$ cat src/hdl/rpfa_pkg.sv
`timescale 1ns / 1ps
package rpfa_pkg;

    // Managed page space and the derived widths
    localparam int NUM_PAGES = 32768;
    localparam int ADDR_W    = $clog2(NUM_PAGES);
    localparam int DEPTH_W   = $clog2(NUM_PAGES + 1);

    // Fixed field widths
    localparam int MODE_W   = 2;
    localparam int PAGE_W   = 15;
    localparam int END_W    = 16;
    localparam int CNT_W    = 8;
    localparam int STATUS_W = 3;
    localparam int FREE_W   = 16;
    localparam int IN_W     = 16;
    localparam int OUT_W    = 48;
    localparam int CFG_W    = 16;

    // Common compare width for page numbers, bounds and depth
    localparam int CMP_W = (DEPTH_W > END_W) ? DEPTH_W : END_W;
    localparam logic [CMP_W-1:0] NUM_PAGES_C = CMP_W'(NUM_PAGES);
    localparam logic [CMP_W-1:0] LAST_PAGE_C = CMP_W'(NUM_PAGES - 1);

    localparam logic [END_W-1:0] END_RESET = END_W'(32768);
    localparam logic [CNT_W-1:0] CNT_MAX   = {CNT_W{1'b1}};

    // Configuration register indexes
    localparam logic CFG_FIRST_PAGE = 1'b0;
    localparam logic CFG_END_PAGE   = 1'b1;

    typedef enum logic [MODE_W-1:0] {
        MODE_INIT   = 2'd0,
        MODE_ALLOC  = 2'd1,
        MODE_FREE   = 2'd2,
        MODE_ADDREF = 2'd3
    } mode_t;

    typedef enum logic [STATUS_W-1:0] {
        ST_OK       = 3'd0,
        ST_EMPTY    = 3'd1,
        ST_RANGE    = 3'd2,
        ST_BADCOUNT = 3'd3,
        ST_OVERFLOW = 3'd4
    } status_t;

    // Controller to datapath
    typedef struct packed {
        logic clear_step;
        logic load_in;
        logic init_start;
        logic init_step;
        logic stack_rd;
        logic cnt_rd_page;
        logic cnt_rd_top;
        logic exec;
    } rpfa_cmd_t;

    // Datapath to controller
    typedef struct packed {
        logic  clear_last;
        logic  init_done;
        logic  depth_zero;
        logic  out_free;
        mode_t mode;
    } rpfa_stat_t;

    function automatic logic [ADDR_W-1:0] to_addr(input logic [CMP_W-1:0] v);
        return v[ADDR_W-1:0];
    endfunction

endpackage

$ cat src/hdl/rpfa_ctrl.sv
`timescale 1ns / 1ps
module rpfa_ctrl (
    input  logic                clk,
    input  logic                rst_n,
    input  logic                in_valid,
    output logic                in_ready,
    input  rpfa_pkg::rpfa_stat_t stat,
    output rpfa_pkg::rpfa_cmd_t  cmd
);
    import rpfa_pkg::*;

    typedef enum logic [5:0] {
        S_CLEAR  = 6'b000001,
        S_IDLE   = 6'b000010,
        S_DECODE = 6'b000100,
        S_STACK  = 6'b001000,
        S_INIT   = 6'b010000,
        S_EXEC   = 6'b100000
    } state_t;

    state_t state_reg, state_next;

    always_ff @(posedge clk or negedge rst_n)
    begin
        if (!rst_n)
        begin
            state_reg <= S_CLEAR;
        end
        else
        begin
            state_reg <= state_next;
        end
    end

    always_comb
    begin
        state_next = state_reg;
        cmd        = '0;
        in_ready   = 1'b0;
        unique case (state_reg)
            S_CLEAR:
            begin
                cmd.clear_step = 1'b1;
                if (stat.clear_last)
                begin
                    state_next = S_IDLE;
                end
            end
            S_IDLE:
            begin
                in_ready = 1'b1;
                if (in_valid)
                begin
                    cmd.load_in = 1'b1;
                    state_next  = S_DECODE;
                end
            end
            S_DECODE:
            begin
                unique case (stat.mode)
                    MODE_INIT:
                    begin
                        cmd.init_start = 1'b1;
                        state_next     = S_INIT;
                    end
                    MODE_ALLOC:
                    begin
                        if (stat.depth_zero)
                        begin
                            state_next = S_EXEC;
                        end
                        else
                        begin
                            cmd.stack_rd = 1'b1;
                            state_next   = S_STACK;
                        end
                    end
                    MODE_FREE, MODE_ADDREF:
                    begin
                        cmd.cnt_rd_page = 1'b1;
                        state_next      = S_EXEC;
                    end
                    default:
                    begin
                        state_next = S_EXEC;
                    end
                endcase
            end
            S_STACK:
            begin
                cmd.cnt_rd_top = 1'b1;
                state_next     = S_EXEC;
            end
            S_INIT:
            begin
                if (stat.init_done)
                begin
                    state_next = S_EXEC;
                end
                else
                begin
                    cmd.init_step = 1'b1;
                end
            end
            S_EXEC:
            begin
                if (stat.out_free)
                begin
                    cmd.exec   = 1'b1;
                    state_next = S_IDLE;
                end
            end
            default:
            begin
                state_next = S_CLEAR;
            end
        endcase
    end

endmodule

$ cat config.mk
export PLATFORM = sky130hd
export DESIGN_NAME = rpfa_ctrl
export DESIGN_NICKNAME = d
export VERILOG_FILES = /design/src/hdl/rpfa_pkg.sv /design/src/hdl/rpfa_ctrl.sv
export SDC_FILE = /design/constraint.sdc
export NUM_CORES = 1
export LEC_CHECK = 0
export BUFFER_PORTS_ARGS = -buffer_cell sky130_fd_sc_hd__buf_2
export CAP_MARGIN = 30
export CORE_AREA = 2 2 39 41
export CTS_CLUSTER_SIZE = 20
export DETAILED_ROUTE_END_ITERATION = 8
export DIE_AREA = 0 0 41 43
export SYNTH_ARGS = -nofsm -noshare
export SYNTH_HDL_FRONTEND = slang
export SYNTH_SLANG_ARGS = --single-unit
$ cat constraint.sdc
create_clock -name clk -period 2.5 [get_ports clk]
set_input_delay 0.375 -clock clk [delete_from_list [all_inputs] [get_ports clk]]
set_output_delay 0.375 -clock clk [all_outputs]
set_load 0.05 [all_outputs]
Word-level counts from Yosys, hierarchy flattened

Cells that the tools add are included.

Bits in registers: 6
Latch bits: 0
Memory bits (writable): 0
Bits in read-only memories: 0
Input port bits: 9
Output and inout bits: 9
Word-level logic and storage cells: 39
Memories kept: 0

Add/subtract/negate cells: 0
Multiply operators: 0
Divide/modulo/power cells: 0
Magnitude comparators: 0
Equality and inequality tests: 13
Shift-type cells: 0
Multiplexer cells: 22
Bitwise operators: 0
Reduce and logical (&&, ||, !) cells: 3

Operators with widths:

| operator             | count |
|---|---|
| $pmux W6 S6          | 1 |
| $mux W6              | 5 |
| $pmux W6 S3          | 1 |
| $mux W1              | 14 |
| $ne A2 B2 Y1 const B | 4 |
| $eq A6 B1 Y1 const B | 1 |
| $eq A6 B2 Y1 const B | 1 |
| $eq A6 B3 Y1 const B | 1 |
| $eq A6 B4 Y1 const B | 1 |
| $eq A6 B5 Y1 const B | 1 |
| $eq A6 B6 Y1 const B | 1 |
| $eq A2 B2 Y1 const B | 2 |
| $reduce_and A4 Y1    | 1 |
| $eq A2 B1 Y1 const B | 1 |
| $logic_not A2 Y1     | 1 |
| $mux W2              | 1 |
| $reduce_or A2 Y1     | 1 |

Logic depth before layout (Yosys ltp)

Gate-level depths: netlist of run 1.

Word-level depth: 4
Gate-level depth with buffers: 3

Worst setup path before layout of run 1

No wires, ideal clock.

Path kind: register to output
From: register state_reg[4]
To: output port cmd[3] in the netlist's numbering
Arrival: 2.675 ns
Setup slack: -0.550 ns
Cell stages (with the launch flop): 4
Path buffers: 0
Cells stage by stage: dfrtp_1 -> or4_4 -> or2_1 -> nor4_1

RTL lines:

| item                   | RTL line        | source |
|---|---|---|
| from (decl)            | rpfa_ctrl.sv:21 | `state_t state_reg, state_next;` |
| from (signal assigned) | rpfa_ctrl.sv:31 | `state_reg <= state_next;` |
| to (decl)              | rpfa_ctrl.sv:8  | `output rpfa_pkg::rpfa_cmd_t cmd` |

==> impl_summary.log, run 1 <==
INFO  metric finalNonFillerCells = 83
INFO  metric critical_path.reg2reg.endpoint = state_reg[0]
INFO  metric skew = 0.00422 ns
INFO  metric netSwitchingFraction = 0.442
INFO  metric wl = 946 um
INFO  metric synth_warnings = 0
INFO  metric cts-resized-gates = 0
INFO  metric leakage = 0.286 nW
INFO  metric gp_routability_congestion = 0.678
INFO  metric tritoncts = yes
INFO  metric synth_cell_types = 27
INFO  metric initial_core_util = 0.311
INFO  metric drc = 0
INFO  metric clkLatencyLatePin = 0.24 ns
INFO  metric numClockSinks = 6
INFO  metric end_kind = primary output
INFO  metric drtIter0Drc = 10
INFO  metric place.detailed.instances = 78
INFO  metric ys_seq_area_frac = 0.352
INFO  metric hp-class = in2reg
INFO  metric clock_power_share = 0.169
INFO  metric clock_path_buffers = 2
INFO  metric maxSlewViolCount = 0
INFO  metric pwr-share-seq = 0.306
INFO  metric crit_path_start = state_reg[4]
INFO  metric timing.fmax = 426 MHz
INFO  metric avgViaCountPerCell = 5.01
INFO  metric dp.final_hpwl = 772 um
INFO  metric crit_path_max_fanout = 9
INFO  metric synth-seq-cells = 6
INFO  metric globalRouteTotalUtil = 0.117
INFO  metric cts-buffers-inserted = 3
INFO  metric critical_path_required = 2.12 ns
INFO  metric antenna_found_initial = 0
INFO  metric power.density = 925 nW/um2
INFO  metric status = finished, final reports clean
INFO  metric drt_pre_antenna_iters = 4
INFO  metric cp-endpoint = cmd[3]
INFO  metric post_synth.cell_area_avg = 9.56 um2
INFO  metric clockRootBuffer = clkbuf_4
INFO  metric layout-drive-gt1-share = 0.433
INFO  metric cell_row_count = 14
INFO  metric areaGrowthSynthToFinish = 38.1%
INFO  metric worst_ir_drop_vdd = 377 uV
INFO  metric grt_pass1_vias = 335
INFO  metric synth-edff-count = 0
INFO  metric worst_slew_pin_slew = 0.501 ns
INFO  metric number_of_flip_flops_in_the_largest_register = 6
INFO  metric num_vias = 416
INFO  metric globalRouteOverflowTotal = 0
INFO  metric core-area = 1380 um2
INFO  metric io_pins = 18
INFO  metric setup_viol = 0
INFO  metric power_report.internal_total = 306 uW
INFO  metric power_switching = 243 uW
INFO  metric critical_setup_path_class = reg2out
INFO  metric syn-cell-area = 430 um2
INFO  metric dieHeight = 43 um
INFO  metric flop2flop_setup_slack = 0.89 ns
INFO  metric finalCriticalPeriod = 2.35 ns
INFO  metric pre_cts_slack = 0.413 ns
INFO  metric grt_first_pass_wirelength = 1370 um
INFO  metric asyncSetResetFlopFracSynth = 1.00
INFO  metric arrival = 1.97 ns
INFO  metric period_share = 0.939
INFO  metric fp.dieArea = 1760 um2
INFO  metric combPwrFrac = 0.525
INFO  metric fin_nets = 77
INFO  metric reg2reg_from = state_reg[2]
INFO  metric max_slew_margin = 0.661
INFO  metric grt_max_degree = 10
INFO  metric grt_setup_unrepaired = no
INFO  metric port_buffers = 17
INFO  metric drt-wirelength-per-cell = 11.4 um
INFO  metric synth_ff_type = dfrtp_1
INFO  metric dieWidth = 41 um
INFO  metric finish.utilization = 0.429
INFO  metric maxCapViolations = 0
INFO  metric n_antenna_cell = 0
INFO  metric timing.final.ws_setup = 0.153 ns
INFO  metric synthCells = 45
INFO  metric reg2regPathDepth = 3
INFO  metric synth.net_count = 54
INFO  metric final_hold_vios = 0
INFO  metric htree_levels = 1
INFO  metric tns = 0 ns
INFO  metric worstSetupStartpointType = flop
INFO  metric clk_pin_slew = 0.05 ns
INFO  metric drt.antenna.violating_nets = 0
-- stage by stage --
stage / power, mW / hold WS [ns] / cell area [um2]
6_report: 0.550 / 0.332 / 594
5_1_grt: 0.587 / 0.337 / 594
4_1_cts: 0.559 / 0.322 / 594
3_5_place_dp: 0.457 / 0.203 / 558
3_3_place_gp: 0.458 / 0.200 / 558
2_1_floorplan: 0.400 / 0.0794 / 453
-- per-layer routing --
metal,GRT usage,share of wire
met1,0.159,0.47
met2,0.163,0.49
met3,0.0314,0.037
met4,0.0600,0
met5,0,0
-- cell type report --
| type | count | area [um2] |
|---|---|---|
| clock buffer | 4 | 26.3 |
| fill | 153 | 790 |
| inverter | 3 | 11.3 |
| multi-input combinational | 36 | 290 |
| sequential | 6 | 151 |
| tap | 16 | 20.0 |
| timing repair buffer | 18 | 95.1 |
-- synth_stat cells (all sizes together), types with 2 or more instances --
library cell	instances	share of area
inv	3	0.026
nor4	2	0.029
nor2	4	0.035
or4	3	0.070
nand2b	2	0.029
dfrtp	5	0.29
nand3b	2	0.035
and2	3	0.044
nor3	2	0.023
nor4b	3	0.076
nor3b	2	0.047
a211o	2	0.041
-- power by group through the flow --
stage                     Combinational, mW  Clock (mW)  Sequential (mW)
after floorplan                       0.240           0            0.160
after global placement                0.289           0            0.169
after detailed placement              0.288           0            0.168
after CTS                             0.291      0.0999            0.168
after global routing                  0.311       0.104            0.172
final                                 0.288      0.0931            0.168
-- cells by family after synthesis --
kind of cell,count (synthesis),share of synthesized area
xor+xnor,1,0.0204
simple gates,28,0.459
flops,6,0.352
buf+inv,3,0.0262
compound gates,7,0.142
-- worst min path at each step --
stage | startpoint | depth (start not counted) | slack, ns | endpoint
final | stat[3] | 2 | 0.33 | state_reg[3]
after global routing | stat[3] | 2 | 0.34 | state_reg[3]
after CTS | stat[3] | 2 | 0.32 | state_reg[3]
after detailed placement | rst_n | 1 | 0.20 | state_reg[2]
after global placement | rst_n | 1 | 0.20 | state_reg[2]
after floorplan | rst_n | 0 | 0.08 | state_reg[1]
-- placed cells by master (no fill, tap or decap), drive strengths merged --
| master | n |
|---|---|
| or2b | 1 |
| nor4b | 3 |
| a21oi | 1 |
| a221o | 1 |
| and2 | 3 |
| nand2b | 2 |
| nand3b | 2 |
| nor3b | 2 |
| dfrtp | 5 |
| dlygate4sd3 | 1 |
| a211oi | 1 |
| nor3 | 2 |
| nor4 | 2 |
| or4 | 3 |
| xor2 | 1 |
| clkbuf | 4 |
| or3 | 1 |
| a21o | 1 |
| a211o | 2 |
| and3 | 1 |
| or2 | 1 |
| nor2 | 4 |
| dfstp | 1 |
| o31a | 1 |
| buf | 17 |
| inv | 3 |
| nand3 | 1 |
-- worst max-delay path: stages, from the launching register on --
cell and delay [ns]:
dfrtp_1 0.45, or4_4 0.57, or2_1 0.30, nor4_2 0.13
buf_2 0.29
-- repair_timing --
action                                 4_1_cts  5_1_grt
buffers inserted                             0        0
hold buffers                                 1        0
endpoints found under the hold margin        5        0
Power figures use the tool's default switching activity.
==> run 2, diff against run 1 <==
- CTS_BUF_LIST: unset -> sky130_fd_sc_hd__clkbuf_2 sky130_fd_sc_hd__clkbuf_4 sky130_fd_sc_hd__clkbuf_8
==> run 2 against run 1 <==
Net effect:
- sequential power is essentially flat
- sequential share of layout area shrank 0.16 points
- largest cell class unchanged
- largest power group unchanged
- final area grew 0.63%
- worst hold slack gained 0.00075 ns
- global-route usage is the same
==> impl_summary.log, run 2 (synthesized netlist as in run 1, its figures left out) <==
INFO  metric grt_setup_unrepaired = no
INFO  metric gp_routability_congestion = 0.678 (unchanged)
INFO  metric drt-wirelength-per-cell = 11.4 um (-0.21%)
INFO  metric dieWidth = 41 um (unchanged)
INFO  metric max_slew_margin = 0.661 (unchanged)
INFO  metric number_of_flip_flops_in_the_largest_register = 6 (unchanged)
INFO  metric fillCellCount = 153 (unchanged)
INFO  metric drtIter0Drc = 10 (unchanged)
INFO  metric leakage = 0.289 nW (+1.2%)
INFO  metric worstSetupStartpointType = flop
INFO  metric drt_pre_antenna_iters = 4 (unchanged)
INFO  metric wl = 944 um (-0.21%)
INFO  metric routed-wl-met2 = 461 um (-0.65%)
INFO  metric globalRouteOverflowTotal = 0 (unchanged)
INFO  metric maxCapViolations = 0 (unchanged)
INFO  metric cts-buffers-inserted = 3 (unchanged)
INFO  metric maxSlewViolCount = 0 (unchanged)
INFO  metric dp.final_hpwl = 772 um (unchanged)
INFO  metric worst_slew_pin_slew = 0.501 ns (unchanged)
INFO  metric period_share = 0.938 (about the same)
INFO  metric clock_power_share = 0.185 (+0.016)
INFO  metric grt_first_pass_wirelength = 1370 um (unchanged)
INFO  metric clockRootBuffer = clkbuf_4
INFO  metric pre_cts_slack = 0.413 ns (unchanged)
INFO  metric fp.dieArea = 1760 um2 (unchanged)
INFO  metric critical_setup_path_class = reg2out
INFO  metric port_buffers = 17 (unchanged)
INFO  metric clk_pin_slew = 0.05 ns (about the same)
INFO  metric power.density = 937 nW/um2 (+1.3%)
INFO  metric timing.final.ws_setup = 0.154 ns (+0.000709 ns)
INFO  metric numClockSinks = 6 (unchanged)
INFO  metric holdBufCountCts = 1 (unchanged)
INFO  metric critical_path_required = 2.12 ns (about the same)
INFO  metric cts-resized-gates = 0 (unchanged)
INFO  metric clock_path_buffers = 2 (unchanged)
INFO  metric end_kind = primary output
INFO  metric mostFrequentLayoutCell = buf_2
INFO  metric netSwitchingFraction = 0.434 (-0.00879)
INFO  metric clkLatencyLatePin = 0.24 ns (about the same)
INFO  metric grt_pass1_vias = 335 (unchanged)
INFO  metric power_switching = 243 uW (-0.11%)
INFO  metric finish.utilization = 0.432 (+0.00271)
INFO  metric globalRouteTotalUtil = 0.117 (unchanged)
INFO  metric drc = 0 (unchanged)
INFO  metric avgViaCountPerCell = 5.02 (+0.24%)
INFO  metric final_hold_vios = 0 (unchanged)
INFO  metric n_antenna_cell = 0 (unchanged)
INFO  metric areaGrowthSynthToFinish = 39.0%
INFO  metric initial_core_util = 0.311 (unchanged)
INFO  metric hold_ws = 0.333 ns (+0.000747 ns)
INFO  metric combPwrFrac = 0.515 (-0.010)
INFO  metric dieHeight = 43 um (unchanged)
INFO  metric io_pins = 18 (unchanged)
INFO  metric finalCriticalPeriod = 2.35 ns (-0.000709 ns)
INFO  metric status = finished, final reports clean
INFO  metric top_layer = met3
INFO  metric worst_ir_drop_vdd = 377 uV (about the same)
INFO  metric grt_max_degree = 10 (unchanged)
INFO  metric finalNonFillerCells = 83 (unchanged)
INFO  metric fin_nets = 77 (unchanged)
INFO  metric detailroute.wirelength.met3 = 35 um (unchanged)
INFO  metric core-area = 1380 um2 (unchanged)
INFO  metric layout-drive-gt1-share = 0.448 (+0.0149)
INFO  metric tns = 0 ns (unchanged)
INFO  metric pwr-share-seq = 0.300 (-0.006)
INFO  metric post_cts_buffers = 0 (unchanged)
INFO  metric num_vias = 417 (+0.24%)
INFO  metric final_cell_mix = buf_2 (17), dfrtp_1 (5), nor2_1 (4), clkbuf_4 (4)
INFO  metric skew = 0.00444 ns (+0.000225 ns)
INFO  metric drt.antenna.violating_nets = 0 (unchanged)
INFO  metric place.detailed.instances = 78 (unchanged)
INFO  metric cell_row_count = 14 (unchanged)
INFO  metric power_report.internal_total = 317 uW (+3.5%)
INFO  metric tritoncts = yes
INFO  metric crit_path_max_fanout = 9 (unchanged)
INFO  metric hp-class = in2reg
INFO  metric routedLengthMet1 = 446 um (unchanged)
INFO  metric timing.fmax = 426 MHz (about the same)
INFO  metric arrival = 1.97 ns (about the same)
INFO  metric setup_viol = 0 (unchanged)
INFO  metric antenna_found_initial = 0 (unchanged)
INFO  metric htree_levels = 1 (unchanged)
[run 2: worst paths after layout]
path	start	to	slack (ns)	cells past startpoint
setup reg to reg	state_reg[2]	state_reg[0]	0.89	3
hold / removal	stat[3]	state_reg[3]	0.33	2
min in group asynchronous	rst_n	state_reg[4]	0.48	2
setup / recovery	state_reg[4]	cmd[3]	0.15	4
max in group asynchronous	rst_n	state_reg[0]	1.80	2
hold reg to reg	state_reg[2]	state_reg[5]	0.71	2
[run 2: area by class of cell]
type,count,area (um2),area share
flip-flops and latches,6,151,0.253
multi-input cells,36,290,0.485
well taps,16,20.0,0.0335
inverters,3,11.3,0.0188
repair buffers,18,95.1,0.159
clock buffers,4,30.0,0.0502
[run 2: through the flow]
| step | instance area, um2 | power (mW) |
|---|---|---|
| 6_report | 598 | 0.560 |
| 5_1_grt | 598 | 0.598 |
| 4_1_cts | 598 | 0.569 |
| 3_5_place_dp | 558 | 0.457 |
| 3_3_place_gp | 558 | 0.458 |
| 2_1_floorplan | 453 | 0.400 |
[run 2: critical path: stages (launching register included)]
cell and delay (ns):
dfrtp_1 0.45, or4_4 0.57, or2_1 0.30, nor4_2 0.13
buf_2 0.29
[run 2: power by group through the flow]
stage          sequential (mW)  combinational, mW  clock [mW]
3_3_place_gp             0.169              0.289           0
2_1_floorplan            0.160              0.240           0
6_report                 0.168              0.288       0.104
5_1_grt                  0.172              0.311       0.114
3_5_place_dp             0.168              0.288           0
4_1_cts                  0.168              0.291       0.110
[run 2: routing by layer]
metal | GRT usage | up-vias
li1 | - | 218
met1 | 0.159 | 193
met2 | 0.163 | 6
met3 | 0.0314 | 0
met4 | 0.0600 | 0
met5 | 0 | -
==> run 3, diff against run 2 <==
- clock period: 2.5 -> 2.21 ns (I/O delays scaled with it)
==> run 3 against run 2 <==
Net effect:
- via count increased by 5.0%
- sequential share of layout area fell by 1.9 points
- clock skew up 0.0053 ns
- worst setup slack worse by 0.13 ns
- register-to-register slack got worse by 0.29 ns
- critical path depth is the same
- global-route usage grew 0.82 points
- cell count is 4.8% higher
- final area increased by 8.8%
- worst hold slack got worse by 0.051 ns
- power rose by 20%
- highest routed layer unchanged
==> impl_summary.log, run 3 (synthesized netlist as in run 1, its figures left out) <==
INFO  metric status = finished, final reports clean
INFO  metric grt_first_pass_wirelength = 1460 um (+6.5%)
INFO  metric placed_area = 576 um2 (+3.1%)
INFO  metric num_vias = 438 (+5.0%)
INFO  metric period_share = 0.988
INFO  metric areaGrowthSynthToFinish = 51.2%
INFO  metric met1_capacity_usage_during_global_routing = 0.173 (+0.0139)
INFO  metric clockRootBuffer = clkbuf_4
INFO  metric grt_setup_unrepaired = yes
INFO  metric final_cell_mix = buf_2 (12), buf_4 (7), clkbuf_4 (5)
INFO  metric fin_nets = 81 (+5.2%)
INFO  metric grt_max_degree = 10 (unchanged)
INFO  metric leakage = 0.311 nW (+7.7%)
INFO  metric dieHeight = 43 um (unchanged)
INFO  metric mostFrequentLayoutCell = buf_2
INFO  metric pre_cts_slack = 0.166 ns (-0.247 ns)
INFO  metric dieWidth = 41 um (unchanged)
INFO  metric cpPeakStageDelay = 0.56 ns (about the same)
INFO  metric fp.dieArea = 1760 um2 (unchanged)
INFO  metric seq_area = 153 um2 (+0.83%)
INFO  metric final_design_area_no_fill = 651 um2 (+8.8%)
INFO  metric tns = 0 ns (unchanged)
INFO  metric fillCellCount = 144 (-5.9%)
INFO  metric n_antenna_cell = 0 (unchanged)
INFO  metric worst_slew_pin_slew = 0.354 ns (-0.147 ns)
INFO  metric crit_path_max_fanout = 6 (-3)
INFO  metric maxCapViolations = 0 (unchanged)
INFO  metric setup_viol = 0 (unchanged)
INFO  metric cell_row_count = 14 (unchanged)
INFO  metric layout-drive-gt1-share = 0.521 (+0.0734)
INFO  metric drtIter0Drc = 3 (-7)
INFO  metric timing.fmax = 458 MHz
INFO  metric core-area = 1380 um2 (unchanged)
INFO  metric globalRouteTotalUtil = 0.125 (+0.00824)
INFO  metric clk_pin_slew = 0.05 ns (about the same)
INFO  metric crit_path_top_delay_cell = or4_4
INFO  metric numClockSinks = 6 (unchanged)
INFO  metric number_of_flip_flops_in_the_largest_register = 6 (unchanged)
INFO  metric initial_core_util = 0.311 (unchanged)
INFO  metric dp.final_hpwl = 782 um (+1.3%)
INFO  metric globalRouteOverflowTotal = 0 (unchanged)
INFO  metric grt_pass1_vias = 362 (+8.1%)
INFO  metric finalCriticalPeriod = 2.18 ns
INFO  metric critical_setup_path_class = reg2out
INFO  metric cts-buffers-inserted = 3 (unchanged)
INFO  metric crit_path_cell_trace = or4_4, or2_4, nor4_2, buf_4
INFO  metric end_kind = primary output
INFO  metric worstSetupStartpointType = flop
INFO  metric port_buffers = 17 (unchanged)
INFO  metric post-layout-total-power = 670 uW (+20%)
INFO  metric multi_input_comb_area = 295 um2 (+1.7%)
INFO  metric grt_use_met2 = 0.175 (+0.0125)
INFO  metric maxSlewViolCount = 0 (unchanged)
INFO  metric wl = 969 um (+2.6%)
INFO  metric timing.final.ws_setup = 0.0255 ns (-0.129 ns)
INFO  metric global_route.peak_usage_layer = met2
INFO  metric hp-class = in2reg
INFO  metric critical_path_required = 1.88 ns (-0.24 ns)
INFO  metric gp_routability_congestion = 0.717 (+5.7%)
INFO  metric avgViaCountPerCell = 5.03 (+0.21%)
INFO  metric tritoncts = yes
INFO  metric drt_pre_antenna_iters = 4 (unchanged)
INFO  metric clkLatencyLatePin = 0.25 ns (about the same)
INFO  metric globalRouteMet3Util = 0.0157 (-0.0157)
INFO  metric antenna_found_initial = 0 (unchanged)
INFO  metric clock_path_buffers = 2 (unchanged)
INFO  metric cp_num_buf_inv = 1 (unchanged)
INFO  metric drc = 0 (unchanged)
INFO  metric power.density = 1030 nW/um2 (+10%)
INFO  metric cp_top_family = simple AND/OR/NAND/NOR gates
INFO  metric worst_ir_drop_vdd = 652 uV (+73%)
INFO  metric htree_levels = 1 (unchanged)
INFO  metric drt-wirelength-per-cell = 11.1 um (-2.1%)
INFO  metric arrival = 1.85 ns (-0.12 ns)
INFO  metric drt.antenna.violating_nets = 0 (unchanged)
INFO  metric final_hold_vios = 0 (unchanged)
INFO  metric max_slew_margin = 0.761 (+0.0997)
INFO  metric io_pins = 18 (unchanged)
INFO  metric skew = 0.00978 ns (+0.00534 ns)
==> run 3: area by class of cell <==
type / instances / area share
clock buffers: 4 / 0.0462
inverters: 3 / 0.0173
multi-input cells: 36 / 0.454
flip-flops and latches: 6 / 0.235
well taps: 16 / 0.0308
repair buffers: 22 / 0.217
==> run 3: where the power goes <==
part | switching, mW | internal (mW) | leakage, nW | total (mW)
clock | 0.0399 | 0.0806 | 0.0184 | 0.121
combinational | 0.208 | 0.162 | 0.216 | 0.371
sequential | 0.0356 | 0.143 | 0.0774 | 0.179
==> run 3: routing by layer <==
metal  wire length (um)  part of all wire  vias up
li1                   -                 -      226
met5                  0                 0        -
met1                415              0.43      198
met4                  0                 0        0
met2                481              0.50       14
met3                 72             0.074        0
==> run 3: through the flow <==
stage / utilization / cells / hold WS [ns]
after floorplan: - / 45 / 0.0359
final: 0.470 / 87 / 0.281
after detailed placement: 0.416 / 80 / 0.157
after global routing: 0.470 / 87 / 0.276
after CTS: 0.456 / 85 / 0.268
after global placement: 0.416 / 80 / 0.157
==> run 3: path summary, 6_finish.rpt <==
| check | start | endpoint | slack, ns | cells past startpoint |
|---|---|---|---|---|
| min reg2reg | state_reg[2] | state_reg[5] | 0.69 | 2 |
| max in group asynchronous | rst_n | state_reg[0] | 1.56 | 2 |
| min in group asynchronous | rst_n | state_reg[5] | 0.43 | 2 |
| min | stat[3] | state_reg[3] | 0.28 | 2 |
| max reg2reg | state_reg[2] | state_reg[0] | 0.60 | 3 |
| max | state_reg[5] | cmd[3] | 0.03 | 4 |
==> run 3: repair_timing <==
action / in CTS / in global routing
gates resized for setup: 6 / 3
pin swaps: 2 / 2
endpoints found under the hold margin: 5 / 0
hold buffers: 1 / 0
setup buffers: 0 / 2
setup endpoints to repair: 3 / 5
==> run 3: worst reg2reg max path, cell delays in order (launching register included) <==
cell and delay (ns):
dfrtp_1 0.44, or4_4 0.57, o31a_1 0.31, a211oi_2 0.22
